**src/rtl/core/keh_pkg.sv**
```systemverilog
package keh_pkg;

  localparam int unsigned KEY_SLOTS = 70;
  localparam int unsigned IDX_W     = 7;

  localparam logic [7:0]       NO_EVENT     = 8'hFF;
  localparam logic [IDX_W-1:0] KEY_SLOTS_IX = IDX_W'(KEY_SLOTS);
  localparam logic [IDX_W-1:0] COLS_PER_ROW = 7'd14;
  localparam logic [IDX_W-1:0] SYM_KEY      = 7'd42;
  localparam logic [IDX_W-1:0] SHIFT_KEY    = 7'd43;
  localparam logic [IDX_W-1:0] CTRL_KEY     = 7'd56;
  localparam logic [IDX_W-1:0] ALT_KEY      = 7'd57;

  localparam logic [2:0] MOD_CTRL  = 3'b001;
  localparam logic [2:0] MOD_SHIFT = 3'b010;
  localparam logic [2:0] MOD_ALT   = 3'b100;

  localparam logic MODE_EVENT = 1'b0;
  localparam logic MODE_FAULT = 1'b1;

  localparam logic ACT_REPORT  = 1'b0;
  localparam logic ACT_RELEASE = 1'b1;

  typedef struct packed {
    logic       mode;
    logic [7:0] event_byte;
  } evt_t;

  typedef struct packed {
    logic       action;
    logic [2:0] modifiers;
    logic [7:0] usage_id;
  } rpt_t;

  // entry: bit 8 = force shift, bits 7:0 = usage
  typedef logic [8:0] key_entry_t;

  localparam key_entry_t BASE_TAB [KEY_SLOTS] = '{
    9'h029, 9'h01E, 9'h01F, 9'h020, 9'h021, 9'h022, 9'h023,
    9'h024, 9'h025, 9'h026, 9'h027, 9'h02D, 9'h12E, 9'h04C,
    9'h035, 9'h11E, 9'h11F, 9'h120, 9'h121, 9'h122, 9'h123,
    9'h124, 9'h125, 9'h126, 9'h127, 9'h02F, 9'h030, 9'h031,
    9'h02B, 9'h014, 9'h01A, 9'h008, 9'h015, 9'h017, 9'h01C,
    9'h018, 9'h00C, 9'h012, 9'h013, 9'h033, 9'h034, 9'h02A,
    9'h000, 9'h000, 9'h004, 9'h016, 9'h007, 9'h009, 9'h00A,
    9'h00B, 9'h00D, 9'h00E, 9'h00F, 9'h052, 9'h12D, 9'h028,
    9'h000, 9'h000, 9'h01D, 9'h01B, 9'h006, 9'h019, 9'h005,
    9'h011, 9'h010, 9'h037, 9'h050, 9'h051, 9'h04F, 9'h02C
  };

  localparam key_entry_t SYM_TAB [KEY_SLOTS] = '{
    9'h029, 9'h01E, 9'h01F, 9'h020, 9'h021, 9'h022, 9'h023,
    9'h024, 9'h025, 9'h026, 9'h027, 9'h02D, 9'h12E, 9'h04C,
    9'h135, 9'h138, 9'h11F, 9'h120, 9'h121, 9'h122, 9'h123,
    9'h124, 9'h038, 9'h136, 9'h137, 9'h12F, 9'h130, 9'h131,
    9'h02B, 9'h014, 9'h01A, 9'h008, 9'h015, 9'h017, 9'h01C,
    9'h018, 9'h00C, 9'h012, 9'h013, 9'h133, 9'h134, 9'h02A,
    9'h000, 9'h000, 9'h004, 9'h016, 9'h007, 9'h009, 9'h00A,
    9'h00B, 9'h00D, 9'h00E, 9'h00F, 9'h052, 9'h02E, 9'h028,
    9'h000, 9'h000, 9'h01D, 9'h01B, 9'h006, 9'h019, 9'h005,
    9'h011, 9'h010, 9'h036, 9'h050, 9'h051, 9'h04F, 9'h02C
  };

endpackage

```
**src/rtl/core/keh_decode.sv**
```systemverilog
module keh_decode
  import keh_pkg::*;
(
  input  logic clk,
  input  logic rst,
  input  logic fire,
  input  evt_t item,
  output logic has_rpt,
  output rpt_t rpt
);

  logic sym_latch, shift_latch, ctrl_latch, alt_latch;
  logic sym_latch_next, shift_latch_next, ctrl_latch_next, alt_latch_next;

  logic             pressed;
  logic [2:0]       row;
  logic [3:0]       col;
  logic [IDX_W-1:0] idx;
  logic [IDX_W-1:0] tidx;
  logic             in_range;
  logic             is_mod_key;
  key_entry_t       entry;
  logic [2:0]       mods;

  assign pressed    = item.event_byte[7];
  assign row        = item.event_byte[6:4];
  assign col        = item.event_byte[3:0];
  assign idx        = IDX_W'({4'b0, row} * COLS_PER_ROW) + {3'b0, col};
  assign in_range   = idx < KEY_SLOTS_IX;
  assign tidx       = in_range ? idx : '0;
  assign is_mod_key = (idx == SYM_KEY) || (idx == SHIFT_KEY) ||
                      (idx == CTRL_KEY) || (idx == ALT_KEY);
  assign entry      = sym_latch ? SYM_TAB[tidx] : BASE_TAB[tidx];

  always_comb begin
    sym_latch_next   = sym_latch;
    shift_latch_next = shift_latch;
    ctrl_latch_next  = ctrl_latch;
    alt_latch_next   = alt_latch;
    has_rpt          = 1'b0;
    rpt              = '0;
    mods             = '0;
    if (item.mode == MODE_FAULT) begin
      sym_latch_next   = 1'b0;
      shift_latch_next = 1'b0;
      ctrl_latch_next  = 1'b0;
      alt_latch_next   = 1'b0;
      has_rpt          = 1'b1;
      rpt.action       = ACT_RELEASE;
    end else if (item.event_byte != NO_EVENT && in_range) begin
      if (!pressed) begin
        if (!is_mod_key) begin
          has_rpt    = 1'b1;
          rpt.action = ACT_RELEASE;
        end
      end else begin
        case (idx)
          SYM_KEY:   sym_latch_next   = !sym_latch;
          SHIFT_KEY: shift_latch_next = !shift_latch;
          CTRL_KEY:  ctrl_latch_next  = !ctrl_latch;
          ALT_KEY:   alt_latch_next   = !alt_latch;
          default: begin
            sym_latch_next = 1'b0;
            if (entry[7:0] != 8'h00) begin
              if (entry[8] || shift_latch) mods = mods | MOD_SHIFT;
              if (ctrl_latch) mods = mods | MOD_CTRL;
              if (alt_latch) mods = mods | MOD_ALT;
              shift_latch_next = 1'b0;
              ctrl_latch_next  = 1'b0;
              alt_latch_next   = 1'b0;
              has_rpt          = 1'b1;
              rpt.action       = ACT_REPORT;
              rpt.modifiers    = mods;
              rpt.usage_id     = entry[7:0];
            end
          end
        endcase
      end
    end
  end

  always_ff @(posedge clk) begin
    if (rst) begin
      sym_latch   <= 1'b0;
      shift_latch <= 1'b0;
      ctrl_latch  <= 1'b0;
      alt_latch   <= 1'b0;
    end else if (fire) begin
      sym_latch   <= sym_latch_next;
      shift_latch <= shift_latch_next;
      ctrl_latch  <= ctrl_latch_next;
      alt_latch   <= alt_latch_next;
    end
  end

endmodule

```
**src/rtl/core/keh_out_reg.sv**
```systemverilog
module keh_out_reg
  import keh_pkg::*;
(
  input  logic clk,
  input  logic rst,
  input  logic load_valid,
  input  rpt_t load_data,
  output logic can_load,
  output logic rpt_valid,
  input  logic rpt_ready,
  output rpt_t rpt
);

  assign can_load = !rpt_valid || rpt_ready;

  always_ff @(posedge clk) begin
    if (rst) begin
      rpt_valid <= 1'b0;
    end else if (can_load) begin
      rpt_valid <= load_valid;
    end
  end

  always_ff @(posedge clk) begin
    if (can_load && load_valid) begin
      rpt <= load_data;
    end
  end

endmodule

```
**src/rtl/core/key_event_to_hid_report.sv**
```systemverilog
// Key event to HID keyboard report converter with one-shot modifiers.
// Request channel evt: mode (0 key event, 1 bus fault) and event_byte
// (bit 7 pressed, bits 6-4 row, bits 3-0 column). Response channel rpt:
// action (0 key report, 1 release all), modifiers and usage_id.
// Both channels use valid/ready; a request moves when valid and ready are
// both high at a rising edge.
// A request is registered on acceptance, decoded against the sym, shift,
// ctrl and alt latches in the next cycle and its response, if any, lands in
// the output register when that register is free or being drained.
// Throughput is one request per cycle unless the output stalls; requests
// that give no response (no-event byte, out-of-range key, modifier presses
// and releases, zero usage) still pass the decode stage and update the
// latches in order. When the receiver stalls, the output register holds its
// response and the input register fills; evt_ready drops only when both are
// occupied. Synchronous reset clears both stages and all four latches.
module key_event_to_hid_report
  import keh_pkg::*;
(
  input  logic clk,
  input  logic rst,
  input  logic evt_valid,
  output logic evt_ready,
  input  evt_t evt,
  output logic rpt_valid,
  input  logic rpt_ready,
  output rpt_t rpt
);

  logic s1_valid;
  evt_t s1;
  logic s1_adv;
  logic can_load;
  logic has_rpt;
  rpt_t dec_rpt;

  assign s1_adv    = s1_valid && can_load;
  assign evt_ready = !s1_valid || can_load;

  always_ff @(posedge clk) begin
    if (rst) begin
      s1_valid <= 1'b0;
    end else if (evt_ready) begin
      s1_valid <= evt_valid;
    end
  end

  always_ff @(posedge clk) begin
    if (evt_ready && evt_valid) begin
      s1 <= evt;
    end
  end

  keh_decode u_decode (
    .clk     (clk),
    .rst     (rst),
    .fire    (s1_adv),
    .item    (s1),
    .has_rpt (has_rpt),
    .rpt     (dec_rpt)
  );

  keh_out_reg u_out_reg (
    .clk        (clk),
    .rst        (rst),
    .load_valid (s1_adv && has_rpt),
    .load_data  (dec_rpt),
    .can_load   (can_load),
    .rpt_valid  (rpt_valid),
    .rpt_ready  (rpt_ready),
    .rpt        (rpt)
  );

`ifndef NO_ASSERTIONS
  a_fault_releases: assert property (@(posedge clk) disable iff (rst)
    s1_adv && s1.mode == MODE_FAULT |=> rpt_valid && rpt.action == ACT_RELEASE)
    else $error("bus fault did not produce a release-all response");

  a_no_stall_when_out_free: assert property (@(posedge clk) disable iff (rst)
    !rpt_valid |-> evt_ready)
    else $error("input stalled while output register is free");

  a_report_nonzero: assert property (@(posedge clk) disable iff (rst)
    rpt_valid && rpt.action == ACT_REPORT |-> rpt.usage_id != 8'h00)
    else $error("key report with zero usage");

  a_release_clean: assert property (@(posedge clk) disable iff (rst)
    rpt_valid && rpt.action == ACT_RELEASE |-> rpt.usage_id == 8'h00 &&
      rpt.modifiers == 3'b000)
    else $error("release-all carries usage or modifiers");
`endif

endmodule

```
**config.mk**
```make
export PLATFORM = sky130hd
export DESIGN_NAME = key_event_to_hid_report
export DESIGN_NICKNAME = d
export VERILOG_FILES = /design/src/rtl/core/keh_pkg.sv /design/src/rtl/core/keh_decode.sv /design/src/rtl/core/keh_out_reg.sv /design/src/rtl/core/key_event_to_hid_report.sv
export SDC_FILE = /design/constraint.sdc
export NUM_CORES = 1
export LEC_CHECK = 0
export BUFFER_PORTS_ARGS = -buffer_cell sky130_fd_sc_hd__buf_4
export CAP_MARGIN = 20
export CORE_AREA = 2 2 78 80
export CTS_BUF_LIST = sky130_fd_sc_hd__clkbuf_16
export DETAILED_ROUTE_END_ITERATION = 8
export DIE_AREA = 0 0 80 82
export PLACE_DENSITY = 0.76
export SLEW_MARGIN = 20
export SYNTH_ARGS = -nofsm -noshare
export SYNTH_HDL_FRONTEND = slang
export SYNTH_SLANG_ARGS = --single-unit
```
**constraint.sdc**
```tcl
create_clock -name clk -period 5.3 [get_ports clk]
set_input_delay 0.795 -clock clk [delete_from_list [all_inputs] [get_ports clk]]
set_output_delay 0.795 -clock clk [all_outputs]
set_load 0.02 [all_outputs]
```
==> impl_results.md <==
* Antenna Violating Nets Remaining at 0
* Inserted Clock Buffers at 3
* Drt initial violations at 476
* Vias in the first global route at 3413
* Num rows at 28
* Syn_area_per_cell at 7.87 um2
* Final worst slack at 102 ps
* # diodes at 0
* Final design utilization at 68.5%
* Final Hold Fails at 0
* Largest net degree at the start of global routing at 23
* CTS tree: built
* Pwr per Cell Area at 376 nW/um2
* Number of buffer cells added on primary ports at 25
* Initial core utilization at 53.2%
* IO Count at 27
* Maximum VDD drop at 0.256 mV
* Prevailing post-synth register cell: edfxtp_1
* Slowest CP cell: fa_1
* Relative slew margins at 42.3%
* Layout Skew at 1.21 ps
* Synth Cell Area at 3050 um2
* P_leak at 1.56 nW
* Routed Wire Length at 12.0 mm
* Worst Setup Start Kind: register
* Slew @ Worst Pin at 864 ps
* Final setup fails at 0
* Via count at 3718
* Die Ht at 82 um
* Full die area at 6560 um2
* DRC errors left at 0
* Place WS at -173 ps
* Yosys Warn Count at 0
* Synth async-reset ratio at 0%
* Clock root buffer: clkbuf_16
* Share of layout cells above drive strength 1 at 26.8%
* Die width at 80 um
* Cts hold-fix bufs at 0
* WHS at 551 ps
* CP required at 5320 ps
* Synth Area in Simple Gates at 22.5%
* Post-synth EDFFs at 20
* Avg Vias per Cell at 7.00
* Fin crit share at 98.1%
* Area Growth Syn to Fin at 28.9%
* Initial antenna violation count at 0
* Arr. time, crit path at 5210 ps
* Core area at 5750 um2
* CTS max path bufs at 2
* Commonest non-fill, non-tap cell in the layout: buf_4
* Commonest non-fill, non-tap cells in the layout: buf_4, nor2_1, a21oi_1, nand2_1
* Critical Path Sink Type: register
* Total track usage at 36.2%
* Post-DP HPWL at 8.91 mm
* Clock latency on the worst-skew pair at 260 ps
* Period minus WS final at 5200 ps
* Fmax at 192 MHz
* Clock transition at path regs at 70 ps
* Syn Inst Count at 388
* Post-synthesis register bit count at 26
* Syn_nets at 423
* Largest family of logic cells by synthesized area: compound AO/OA/AOI/OAI gates
* H-tree Lvls at 1
* Status: finished clean
* DR WL/cell at 22.7 um
* Sink Count at 26
* Worst setup path category: reg2reg
* Yosys cell types at 69
* CP Max Fanout at 6
* Final #Nets at 492
* Slew Limit Fails at 0
* Crit path cell chain: fa_1 > ha_2 > inv_1 > fa_2 > xor2_1 > a211oi_2 > a311oi_2 > nor2_2 > nand2_2 > buf_4 > ha_1 > mux4_2 > a211o_1 > a31oi_1 > and4_4 > a31oi_4 > o31a_4
* Worst path max stage delay at 560 ps
* Total grt overflow at 0
* Post-synthesis mux area share at 2.79%
* Area share of fa/ha/maj cells after synthesis at 10.0%
* Share of the yosys chip area belonging to registers at 23.6%
* Hold WC Path Type: reg2reg
* First-pass GRT wire length at 17.9 mm
* Max Cap Viol at 0
* Compound-Gate Fraction of Synth Area at 32.7%
* Pre-antenna DRT Iters at 7
* GPL Wtd Cong at 1.02
* Xor-xnor portion of the synthesized cell area at 1.97%
[cell usage after synthesis (8+ instances only)]
master,instances,area (um2)
nor2_1,34,128
nand2_1,33,124
a21oi_1,32,160
inv_1,21,78.8
edfxtp_1,20,601
o21ai_0,20,100
ha_1,18,225
clkbuf_1,17,63.8
a31oi_1,14,87.6
nand3_1,14,70.1
nor3_1,12,60.1
and2_1,8,50.1
[timing repair]
action | in CTS | in global routing
gates resized for setup | 3 | 23
buffers inserted | 0 | 6
endpoints found under the setup margin | 11 | 19
pin swaps | 0 | 13
gates cloned | 0 | 1
[area by class of cell]
| type | instances | area, um2 |
|---|---|---|
| inverter | 21 | 78.8 |
| sequential | 26 | 721 |
| fill | 483 | 1810 |
| multi-input combinational | 317 | 2270 |
| timing repair buffer | 88 | 673 |
| clock buffer | 4 | 100 |
| tap | 75 | 93.8 |
[cells by family (layout without fill, tap and decap cells)]
| group | after synthesis | after routing |
|---|---|---|
| buffers and inverters | 46 | 113 |
| AND/OR/NAND/NOR | 139 | 139 |
| flip-flops | 26 | 26 |
| XOR/XNOR | 6 | 6 |
| multiplexers | 7 | 7 |
| other | 1 | 1 |
| adder cells (fa/ha/maj) | 22 | 22 |
| AO/OA/AOI/OAI | 141 | 142 |
[flip-flops by register name, summed over array words and instances, names as in the netlist]
signal and cells:
u_decode.alt_latch 1, u_decode.ctrl_latch 1, u_decode.sym_latch 1, u_out_reg.rpt 11
u_decode.shift_latch 1, u_out_reg.rpt_valid 1, s1_valid 1, s1 9
[report_power, final]
part | switching (W) | internal (W) | total, W
Sequential | 0.0000103 | 0.000237 | 0.000247
Combinational | 0.000609 | 0.000421 | 0.00103
Clock | 0.0000735 | 0.000131 | 0.000205
[critical path, delay by kind of cell, from the launching register on]
family	cells	cell delay, ps
flops	1	420
xor+xnor	1	200
buf+inv	2	230
compound gates	6	1480
mux	1	510
simple gates	3	630
fa+ha+maj	4	1470
[metal layers]
| metal | up-vias | global-route usage, % | part of all wire [%] |
|---|---|---|---|
| met5 | - | 0 | 0 |
| met4 | 0 | 17.8 | 5.9 |
| met3 | 68 | 5.93 | 9.9 |
| li1 | 1641 | - | - |
| met1 | 1708 | 44.8 | 37 |
| met2 | 301 | 61.3 | 47 |
[per-stage QoR]
step | setup TNS, ps | cell area, um2 | total power (W) | std cells
floorplan | 0 | 3070 | 0.000782 | 388
global placement | 0 | 3670 | 0.00114 | 520
detailed placement | -1900 | 3670 | 0.00114 | 520
CTS | 0 | 3780 | 0.00135 | 524
global route | -129 | 3940 | 0.00154 | 531
finish | 0 | 3940 | 0.00148 | 531
[worst paths after layout]
| check | from | to | slack [ps] | depth (start not counted) |
|---|---|---|---|---|
| max reg2reg | s1[4] | u_out_reg.rpt[2] | 100 | 17 |
| min reg2reg | u_decode.alt_latch | u_decode.alt_latch | 550 | 2 |
| max | s1[4] | u_out_reg.rpt[2] | 100 | 17 |
| min | u_decode.alt_latch | u_decode.alt_latch | 550 | 2 |
Note: power is estimated with default switching activity, not from simulation.
